[config.mk]
export PLATFORM = sky130hd
export DESIGN_NAME = cave_automaton_generation_unit
export DESIGN_NICKNAME = d
export VERILOG_FILES = /design/src/hdl/cag_pkg.sv /design/src/hdl/cag_cell.sv /design/src/hdl/cag_row.sv /design/src/hdl/cave_automaton_generation_unit.sv
export VERILOG_INCLUDE_DIRS = /design/src /design/src/hdl
export SDC_FILE = /design/constraint.sdc
export NUM_CORES = 2
export LEC_CHECK = 0
export ABC_AREA = 1
export BUFFER_PORTS_ARGS = -buffer_cell sky130_fd_sc_hd__buf_2
export CAP_MARGIN = 25
export CORE_MARGIN = 1.5
export CORE_UTILIZATION = 35
export CTS_BUF_LIST = sky130_fd_sc_hd__clkbuf_2 sky130_fd_sc_hd__clkbuf_4 sky130_fd_sc_hd__clkbuf_8
export DETAILED_ROUTE_END_ITERATION = 10
export GPL_TIMING_DRIVEN = 0
export MAX_ROUTING_LAYER = met4
export PLACE_DENSITY = 0.56
export SETUP_SLACK_MARGIN = 0.2
export SYNTH_ARGS = -nofsm -noshare
export SYNTH_HDL_FRONTEND = slang
export SYNTH_SLANG_ARGS = --single-unit
[constraint.sdc]
create_clock -name clk_i -period 5.9 [get_ports clk_i]
set_input_delay 0.295 -clock clk_i [delete_from_list [all_inputs] [get_ports clk_i]]
set_output_delay 0.295 -clock clk_i [all_outputs]
set_load 0.01 [all_outputs]
[src/hdl/cave_automaton_generation_unit_macros.svh]
// Assertion macros used by the cave automaton generation top level.
`ifndef CAVE_AUTOMATON_GENERATION_UNIT_MACROS_SVH
`define CAVE_AUTOMATON_GENERATION_UNIT_MACROS_SVH

// Same-cycle implication, disabled while reset is asserted.
`define CAG_ASSERT_IMPL(label, clk, rstn, ante, cons, msg) \
  label: assert property (@(posedge clk) disable iff (!rstn) (ante) |-> (cons)) \
    else $error(msg);

// Next-cycle implication, disabled while reset is asserted.
`define CAG_ASSERT_NEXT(label, clk, rstn, ante, cons, msg) \
  label: assert property (@(posedge clk) disable iff (!rstn) (ante) |=> (cons)) \
    else $error(msg);

`endif

[src/hdl/cag_pkg.sv]
// Shared types and constants of the cave automaton generation unit.
package cag_pkg;

  // Fixed field widths
  localparam int unsigned LINE_W      = 64;
  localparam int unsigned CNT_REG_W   = 13;
  localparam int unsigned LEN_REG_W   = 7;
  localparam int unsigned NUM_W       = 12;
  localparam int unsigned ADDR_W      = 3;
  localparam int unsigned DATA_W      = 32;

  // Parameter defaults
  localparam int unsigned MAX_LINE_LEN_DEF = 64;
  localparam int unsigned MAX_LINES_DEF    = 4096;

  // Grid rules
  localparam int unsigned MIN_LINES   = 6;
  localparam int unsigned MIN_LEN     = 6;
  localparam int unsigned EDGE_CELLS  = 3;  // rows/cells below this index, and the last two, pass through
  localparam int unsigned KEEP_MIN    = 4;  // wall stays wall at this many wall neighbors
  localparam int unsigned BORN_MIN    = 5;  // open turns wall at this many wall neighbors

  // Register map, word index taken from paddr[2]
  typedef enum logic [0:0] {
    REG_LINE_COUNT  = 1'b0,
    REG_LINE_LENGTH = 1'b1
  } cfg_reg_e;

  // Per-row control handed to the lane array
  typedef struct packed {
    logic                 inner;  // row lies inside the interior band
    logic [LEN_REG_W-1:0] len;    // effective line length
    logic [LINE_W-1:0]    mask;   // cells below len
  } row_ctrl_t;

  // One result beat
  typedef struct packed {
    logic [LINE_W-1:0] cells;
    logic [NUM_W-1:0]  num;
    logic              last;
    logic              done;
  } res_t;

endpackage

[src/hdl/cag_cell.sv]
// One lane: neighbor count and 4-5 rule for a single cell.
module cag_cell (
  input  logic [2:0] above_i,    // cells y-1, y, y+1 of the line above
  input  logic [2:0] cur_i,      // cells y-1, y, y+1 of this line
  input  logic [2:0] below_i,    // cells y-1, y, y+1 of the line below
  input  logic       interior_i,
  output logic       cell_o
);

  logic [3:0] nbr_cnt;

  // Eight-neighbor wall count
  always_comb begin
    nbr_cnt = 4'(above_i[0]) + 4'(above_i[1]) + 4'(above_i[2])
            + 4'(below_i[0]) + 4'(below_i[1]) + 4'(below_i[2])
            + 4'(cur_i[0])   + 4'(cur_i[2]);
  end

  // Rule, or pass-through outside the interior
  always_comb begin
    if (!interior_i) begin
      cell_o = cur_i[1];
    end else if (cur_i[1]) begin
      cell_o = (nbr_cnt >= 4'(cag_pkg::KEEP_MIN));
    end else begin
      cell_o = (nbr_cnt >= 4'(cag_pkg::BORN_MIN));
    end
  end

endmodule

[src/hdl/cag_row.sv]
// Lane array for one line plus merge of the lane bits into the new line.
module cag_row #(
  parameter int unsigned MAX_LINE_LEN = cag_pkg::MAX_LINE_LEN_DEF
) (
  input  logic [cag_pkg::LINE_W-1:0] above_i,
  input  logic [cag_pkg::LINE_W-1:0] cur_i,
  input  logic [cag_pkg::LINE_W-1:0] below_i,
  input  cag_pkg::row_ctrl_t         ctrl_i,
  output logic [cag_pkg::LINE_W-1:0] line_o
);

  logic [cag_pkg::LINE_W-1:0] lane_bits;

  for (genvar y = 0; y < cag_pkg::LINE_W; y++) begin : g_lane
    if (y < MAX_LINE_LEN) begin : g_cell
      logic [2:0] a_win, c_win, b_win;
      logic       cell_in;

      // Neighbor windows, zero past the line ends
      if (y == 0) begin : g_lo
        assign a_win[0] = 1'b0;
        assign c_win[0] = 1'b0;
        assign b_win[0] = 1'b0;
      end else begin : g_lo_n
        assign a_win[0] = above_i[y-1];
        assign c_win[0] = cur_i[y-1];
        assign b_win[0] = below_i[y-1];
      end
      assign a_win[1] = above_i[y];
      assign c_win[1] = cur_i[y];
      assign b_win[1] = below_i[y];
      if (y == cag_pkg::LINE_W - 1) begin : g_hi
        assign a_win[2] = 1'b0;
        assign c_win[2] = 1'b0;
        assign b_win[2] = 1'b0;
      end else begin : g_hi_n
        assign a_win[2] = above_i[y+1];
        assign c_win[2] = cur_i[y+1];
        assign b_win[2] = below_i[y+1];
      end

      // Cell is interior when 3 <= y <= len-3 and the row is interior
      assign cell_in = ctrl_i.inner && (y >= cag_pkg::EDGE_CELLS) &&
                       (cag_pkg::LEN_REG_W'(y + cag_pkg::EDGE_CELLS) <= ctrl_i.len);

      cag_cell u_cell (
        .above_i    (a_win),
        .cur_i      (c_win),
        .below_i    (b_win),
        .interior_i (cell_in),
        .cell_o     (lane_bits[y])
      );
    end else begin : g_none
      assign lane_bits[y] = 1'b0;
    end
  end

  // Merge: cells past the line length read as open
  assign line_o = lane_bits & ctrl_i.mask;

endmodule

[src/hdl/cave_automaton_generation_unit.sv]
// Top level of the cave automaton generation unit (one 4-5 smoothing generation).
//
// Usage: the grid streams in one line per input beat on line_cells_i (bit i set
// = wall), under a valid/ready handshake. Results leave on the output channel
// one line late: the first line of a grid gives no beat, each further line
// gives the updated previous line, and the grid's last line gives two beats
// (the line before it, then itself, with grid_done_o set on the second).
// run_last_o marks the last beat caused by an input beat.
// Latency: a result beat is presented in the cycle after the input beat that
// completes it. Throughput: one line per cycle while out_ready_i is high; the grid's
// last line stalls the input until its second beat leaves the one-entry hold register.
// All 64 neighbor counters of a line work in parallel lanes, two rows of lanes
// (the flushed row and the final row) evaluated at once.
// Stall: while out_ready_i is low the result register holds, and in_ready_o
// drops when no room is left for the next beat.
// Reset: line_count and line_length return to 64, stored lines clear and the line
// counter restarts at zero. The user must write the registers over the APB port
// (line_count at 0x0, line_length at 0x4) only while the block is idle; not enforced.
module cave_automaton_generation_unit #(
  parameter int unsigned MAX_LINE_LEN = cag_pkg::MAX_LINE_LEN_DEF,
  parameter int unsigned MAX_LINES    = cag_pkg::MAX_LINES_DEF
) (
  input  logic                          clk_i,
  input  logic                          rst_ni,
  // APB configuration
  input  logic                          psel,
  input  logic                          penable,
  input  logic                          pwrite,
  input  logic [cag_pkg::ADDR_W-1:0]    paddr,
  input  logic [cag_pkg::DATA_W-1:0]    pwdata,
  output logic [cag_pkg::DATA_W-1:0]    prdata,
  output logic                          pready,
  // Input lines
  input  logic                          in_valid_i,
  output logic                          in_ready_o,
  input  logic [cag_pkg::LINE_W-1:0]    line_cells_i,
  // Result lines
  output logic                          out_valid_o,
  input  logic                          out_ready_i,
  output logic [cag_pkg::LINE_W-1:0]    new_line_cells_o,
  output logic [cag_pkg::NUM_W-1:0]     line_number_o,
  output logic                          run_last_o,
  output logic                          grid_done_o
);

`include "cave_automaton_generation_unit_macros.svh"

  localparam int unsigned CntW = $clog2(MAX_LINES + 1);
  localparam int unsigned IdxW = $clog2(MAX_LINES);
  localparam int unsigned CmpW = (CntW > cag_pkg::CNT_REG_W) ? CntW : cag_pkg::CNT_REG_W;

  // Configuration registers
  logic [cag_pkg::CNT_REG_W-1:0] line_count_q;
  logic [cag_pkg::LEN_REG_W-1:0] line_length_q;
  logic                          cfg_wr;
  cag_pkg::cfg_reg_e             cfg_sel;

  // Line state
  logic [cag_pkg::LINE_W-1:0] prev_old_q, prev_old_d;
  logic [cag_pkg::LINE_W-1:0] prev_new_q, prev_new_d;
  logic [IdxW-1:0]            idx_q, idx_d;

  // Output stage: result register plus one hold entry
  cag_pkg::res_t out_q, out_d, pend_q, pend_d;
  logic          out_valid_q, out_valid_d, pend_valid_q, pend_valid_d;

  // Datapath
  logic [CmpW-1:0]                cnt_raw;
  logic [CntW-1:0]                cnt_eff;
  logic [cag_pkg::LEN_REG_W-1:0]  len_eff;
  logic [cag_pkg::LINE_W-1:0]     len_mask;
  logic [cag_pkg::LINE_W-1:0]     line_m, older_m, newer_m;
  logic [CntW-1:0]                row_a, row_b;
  logic                           is_last, in_fire, out_free;
  cag_pkg::row_ctrl_t             ctrl_a, ctrl_b;
  logic [cag_pkg::LINE_W-1:0]     line_a, line_b;

  // APB access
  assign pready  = 1'b1;
  assign cfg_sel = cag_pkg::cfg_reg_e'(paddr[2]);
  assign cfg_wr  = psel && penable && pwrite;

  always_ff @(posedge clk_i or negedge rst_ni) begin
    if (!rst_ni) begin
      line_count_q  <= cag_pkg::CNT_REG_W'(64);
      line_length_q <= cag_pkg::LEN_REG_W'(64);
    end else if (cfg_wr) begin
      case (cfg_sel)
        cag_pkg::REG_LINE_COUNT:  line_count_q  <= pwdata[cag_pkg::CNT_REG_W-1:0];
        cag_pkg::REG_LINE_LENGTH: line_length_q <= pwdata[cag_pkg::LEN_REG_W-1:0];
        default: ;
      endcase
    end
  end

  always_comb begin
    case (cfg_sel)
      cag_pkg::REG_LINE_COUNT:  prdata = cag_pkg::DATA_W'(line_count_q);
      cag_pkg::REG_LINE_LENGTH: prdata = cag_pkg::DATA_W'(line_length_q);
      default:                  prdata = '0;
    endcase
  end

  // Effective grid size, saturated into the supported range
  always_comb begin
    cnt_raw = CmpW'(line_count_q);
    if (cnt_raw < CmpW'(cag_pkg::MIN_LINES)) begin
      cnt_eff = CntW'(cag_pkg::MIN_LINES);
    end else if (cnt_raw > CmpW'(MAX_LINES)) begin
      cnt_eff = CntW'(MAX_LINES);
    end else begin
      cnt_eff = CntW'(cnt_raw);
    end

    if (line_length_q < cag_pkg::LEN_REG_W'(cag_pkg::MIN_LEN)) begin
      len_eff = cag_pkg::LEN_REG_W'(cag_pkg::MIN_LEN);
    end else if (line_length_q > cag_pkg::LEN_REG_W'(MAX_LINE_LEN)) begin
      len_eff = cag_pkg::LEN_REG_W'(MAX_LINE_LEN);
    end else begin
      len_eff = line_length_q;
    end

    for (int i = 0; i < cag_pkg::LINE_W; i++) begin
      len_mask[i] = (cag_pkg::LEN_REG_W'(i) < len_eff);
    end
  end

  // Masked lines and row positions
  assign line_m  = line_cells_i & len_mask;
  assign older_m = prev_old_q & len_mask;
  assign newer_m = prev_new_q & len_mask;
  assign row_b   = CntW'(idx_q);
  assign row_a   = row_b - CntW'(1);
  assign is_last = (row_b + CntW'(1)) >= cnt_eff;

  always_comb begin
    ctrl_a.inner = (row_a >= CntW'(cag_pkg::EDGE_CELLS)) &&
                   (row_a <= cnt_eff - CntW'(cag_pkg::EDGE_CELLS));
    ctrl_a.len   = len_eff;
    ctrl_a.mask  = len_mask;
    ctrl_b.inner = (row_b >= CntW'(cag_pkg::EDGE_CELLS)) &&
                   (row_b <= cnt_eff - CntW'(cag_pkg::EDGE_CELLS));
    ctrl_b.len   = len_eff;
    ctrl_b.mask  = len_mask;
  end

  // Row emitted one line late
  cag_row #(.MAX_LINE_LEN(MAX_LINE_LEN)) u_row_a (
    .above_i (older_m),
    .cur_i   (newer_m),
    .below_i (line_m),
    .ctrl_i  (ctrl_a),
    .line_o  (line_a)
  );

  // Final row of a grid, open line below
  cag_row #(.MAX_LINE_LEN(MAX_LINE_LEN)) u_row_b (
    .above_i (newer_m),
    .cur_i   (line_m),
    .below_i ('0),
    .ctrl_i  (ctrl_b),
    .line_o  (line_b)
  );

  // Handshake
  assign out_free   = !out_valid_q || out_ready_i;
  assign in_ready_o = !pend_valid_q && out_free;
  assign in_fire    = in_valid_i && in_ready_o;

  // Next state of line store and output stage
  always_comb begin
    prev_old_d   = prev_old_q;
    prev_new_d   = prev_new_q;
    idx_d        = idx_q;
    out_d        = out_q;
    pend_d       = pend_q;
    out_valid_d  = out_valid_q;
    pend_valid_d = pend_valid_q;

    if (pend_valid_q) begin
      // drain the held second beat
      if (out_ready_i) begin
        out_d        = pend_q;
        pend_valid_d = 1'b0;
      end
    end else if (in_fire) begin
      out_d.cells = line_a;
      out_d.num   = cag_pkg::NUM_W'(idx_q - IdxW'(1));
      out_d.done  = 1'b0;
      if (is_last) begin
        out_d.last   = 1'b0;
        pend_d.cells = line_b;
        pend_d.num   = cag_pkg::NUM_W'(idx_q);
        pend_d.last  = 1'b1;
        pend_d.done  = 1'b1;
        out_valid_d  = 1'b1;
        pend_valid_d = 1'b1;
        prev_old_d   = '0;
        prev_new_d   = '0;
        idx_d        = '0;
      end else begin
        out_d.last   = 1'b1;
        out_valid_d  = (idx_q != '0);
        prev_old_d   = newer_m;
        prev_new_d   = line_m;
        idx_d        = idx_q + IdxW'(1);
      end
    end else if (out_ready_i) begin
      out_valid_d = 1'b0;
    end
  end

  always_ff @(posedge clk_i or negedge rst_ni) begin
    if (!rst_ni) begin
      prev_old_q   <= '0;
      prev_new_q   <= '0;
      idx_q        <= '0;
      out_valid_q  <= 1'b0;
      pend_valid_q <= 1'b0;
    end else begin
      prev_old_q   <= prev_old_d;
      prev_new_q   <= prev_new_d;
      idx_q        <= idx_d;
      out_valid_q  <= out_valid_d;
      pend_valid_q <= pend_valid_d;
    end
  end

  // Result payload, no reset needed
  always_ff @(posedge clk_i) begin
    out_q  <= out_d;
    pend_q <= pend_d;
  end

  assign out_valid_o      = out_valid_q;
  assign new_line_cells_o = out_q.cells;
  assign line_number_o    = out_q.num;
  assign run_last_o       = out_q.last;
  assign grid_done_o      = out_q.done;

  // Checks
  `CAG_ASSERT_IMPL(a_pend_needs_out, clk_i, rst_ni, pend_valid_q, out_valid_q, "held beat without result")
  `CAG_ASSERT_IMPL(a_pend_blocks_in, clk_i, rst_ni, pend_valid_q, !in_ready_o, "input taken while beat held")
  `CAG_ASSERT_NEXT(a_pend_is_final, clk_i, rst_ni, pend_valid_q && out_ready_i, out_valid_q && out_q.last && out_q.done, "drained beat not grid end")
  `CAG_ASSERT_NEXT(a_first_line_silent, clk_i, rst_ni, in_fire && (idx_q == '0) && !is_last, !out_valid_q && (idx_q != '0), "first line gave a beat")

endmodule

==> reports/metrics.cfg <==
[status]
status = finished, final reports clean

[cells_and_area]
area_growth_pct = 13.6
drive_gt1_share_pct = 11.3
num-fill-cells = 10582
fin_cells = 6396
final_util_pct = 40.0
layout.nets = 5718

[yosys]
async_flop_share_pct = 50.8
synth_warnings = 0
synth_edf_count = 154
ys_ff_latch = 313
synth_top_area_cell = fa_1
synth_commonest_cells = inv_1 (1,217), nand2_1 (993), ha_1 (331), fa_1 (311), nand3_1 (272)
ys_top_cells_by_area = fa_1 (17%), edfxtp_1 (13%), inv_1 (13%), ha_1 (12%), dfrtp_1 (11%)
avgSynthCellArea_um2 = 7.67
synthCells = 4657
yosysMostFrequentCell = inv_1
synth_seq_area_share_pct = 24.1
syn_area_mm2 = 0.0357
synth_top_area_share_pct = 17.4
synth_cell_types = 57
synth_flop_cell = dfrtp_1

[detailed_routing]
vias = 31264
avgRoutedWirePerCell_um = 19.6
drcViolationCount = 0
first_pass_iters = 7
routed_wl_um = 125000
drtIter0Drc = 2917
via_per_inst = 4.89
drtAntennaViolNets = 0

[placement]
placed_cells_incl_taps = 6240
dpl.hpwl_um = 96000
gp_congestion = 0.929
portBuffers = 177

[sta]
layout_min_cycle_time_ns = 5.50
skew_ns = 0.0527
max_slew_margin_pct = 22.9
worstMarginPinSlew_ns = 1.16
timing.fmax_ghz = 0.182
rsz0062_at_grt = yes
final_max_slew_viol_count = 0
setup_viol_count_final = 0
hold_violations = 0
finalCritPeriodShare_pct = 93.2

[flow_run]
maxCapViolCount = 0

[floorplan]
coreArea_mm2 = 0.101
ios = 219
start_util_pct = 35.2
num_rows = 117
die_area_mm2 = 0.104
die_h_um = 323
die_x_um = 323

[clock_tree]
clk_pin_slew_ns = 0.06
cts-root-buf = clkbuf_8
clock_path_buffers = 3
cts_tree = yes
cts_num_sinks = 313
numCtsBuffers = 68
h-tree-depth = 3
clk_latency_ns = 0.71

[global_routing]
grtUsageTotal_pct = 25.2
grt_first_pass_wirelength_um = 189000
grt_overflow = 0
grt_pass1_vias = 30270
antenna_found_initial = 6
grt_max_degree = 81

[setup_path]
r2r_slack_ns = 0.40
crit_fanout = 10
critPathKind = flop to flop
arrival_ns = 5.88
required_ns = 6.28
critPathCaptureType = flop
start_kind = flop

[power]
powerDensity_mw_per_mm2 = 567
p_leak_nw = 21.9
max-vdd-ir-drop_uv = 343

[worst_hold_path]
hp-class = primary input to flop

[state kept, by name (all words and copies together), names as in the netlist]
signal            flops
line_number_o        12
run_last_o            1
prev_new_q           64
line_length_q         7
pend_q               76
cnt_raw              13
prev_old_q           61
out_valid_o           1
pend_valid_q          1
new_line_cells_o     64
idx_q                12
grid_done_o           1
[cell usage in the layout (no fill, tap or decap), drive strengths merged, types with 8 or more instances in the layout]
| master | count |
|---|---|
| a21oi | 62 |
| a31o | 25 |
| a31oi | 13 |
| buf | 263 |
| clkbuf | 163 |
| clkinv | 23 |
| conb | 20 |
| dfrtp | 157 |
| dlygate4sd3 | 26 |
| edfxtp | 154 |
| fa | 311 |
| ha | 331 |
| inv | 1260 |
| nand2 | 1054 |
| nand3 | 277 |
| nand3b | 17 |
| nand4 | 93 |
| nor2 | 279 |
| nor3 | 12 |
| o21ai | 299 |
| o21bai | 8 |
| o22ai | 23 |
| o31ai | 29 |
| xnor2 | 33 |
| xor2 | 68 |
[timing repair]
item,in CTS,in global routing
hold buffers,26,0
resized for setup,0,13
endpoints found under the hold margin,112,0
buffers inserted,0,2
setup endpoints to repair,0,18
[worst max-delay path: stages, from the launching register on]
cell      delay, ns
dfstp_2        0.64
buf_6          0.24
inv_8          0.08
buf_8          0.16
nand3b_4       0.13
nor3_2         0.08
nand2_1        0.19
nand2_2        0.16
nor2_1         0.43
inv_1          0.28
fa_1           0.55
fa_1           0.53
inv_1          0.04
nand4_1        0.11
nand2_1        0.07
inv_1          0.05
ha_1           0.13
inv_1          0.03
nand2_1        0.08
inv_1          0.05
fa_1           0.47
inv_1          0.03
nor2_1         0.11
a21oi_2        0.07
nor2_1         0.14
nand2_1        0.06
nand3_1        0.12
nand2_1        0.15
[final cells by class]
class	instances	area [um2]	area share [%]
clock inverters	36	360	0.888
diodes	3	7.51	0.0185
repair buffers	226	1550	3.81
flip-flops and latches	313	8610	21.2
plain buffers	137	688	1.70
well taps	1368	1710	4.22
inverters	1258	4740	11.7
clock buffers	89	1120	2.77
multi-input cells	2966	21800	53.7
[where the power goes]
group | internal, mW | switching, mW | leakage [nW]
logic | 5.23 | 11.2 | 17.6
registers | 3.49 | 0.375 | 3.54
clock network | 1.56 | 1.20 | 0.774
total | 10.3 | 12.7 | 21.9
[metal layers]
metal | wire, um | global-route usage, % | vias to the layer above
met3 | 10200 | 4.47 | 223
met5 | 0 | - | -
met1 | 54100 | 33.1 | 15012
li1 | - | - | 14901
met4 | 4540 | 8.55 | 0
met2 | 56400 | 39.1 | 1128
[kinds of logic after synthesis]
group	after synthesis	synth area share, %
other cells	2	0.0210
compound gates	465	7.65
buf+inv	1396	15.2
flops	313	24.1
fa+ha+maj	642	29.0
simple gates	1738	21.5
xor+xnor	101	2.48
[through the flow]
stage | power, mW | hold WS, ns | area [um2] | TNS, ns | worst slack, ns
3_5_place_dp | 20.1 | 0.356 | 38800 | 0 | 0.354
4_1_cts | 23.0 | 0.0241 | 40500 | 0 | 0.318
3_3_place_gp | 19.6 | 0.458 | 38400 | -126.96 | -1.08
2_1_floorplan | 14.3 | -0.000591 | 35800 | 0 | 1.35
5_1_grt | 25.3 | 0.109 | 40600 | 0 | 0.156
6_report | 23.0 | 0.0729 | 40600 | 0 | 0.402
[final timing paths]
path / startpoint / endpoint / cells after the start
setup / recovery: line_length_q[6] / new_line_cells_o[56] / 27
hold / removal: line_cells_i[50] / prev_new_q[50] / 3
setup reg to reg: line_length_q[6] / new_line_cells_o[56] / 27
hold reg to reg: pend_valid_q / grid_done_o / 0
max in group asynchronous: rst_ni / prev_new_q[3] / 3
min in group asynchronous: rst_ni / prev_old_q[49] / 2
Note: power is estimated with default switching activity, not from simulation.
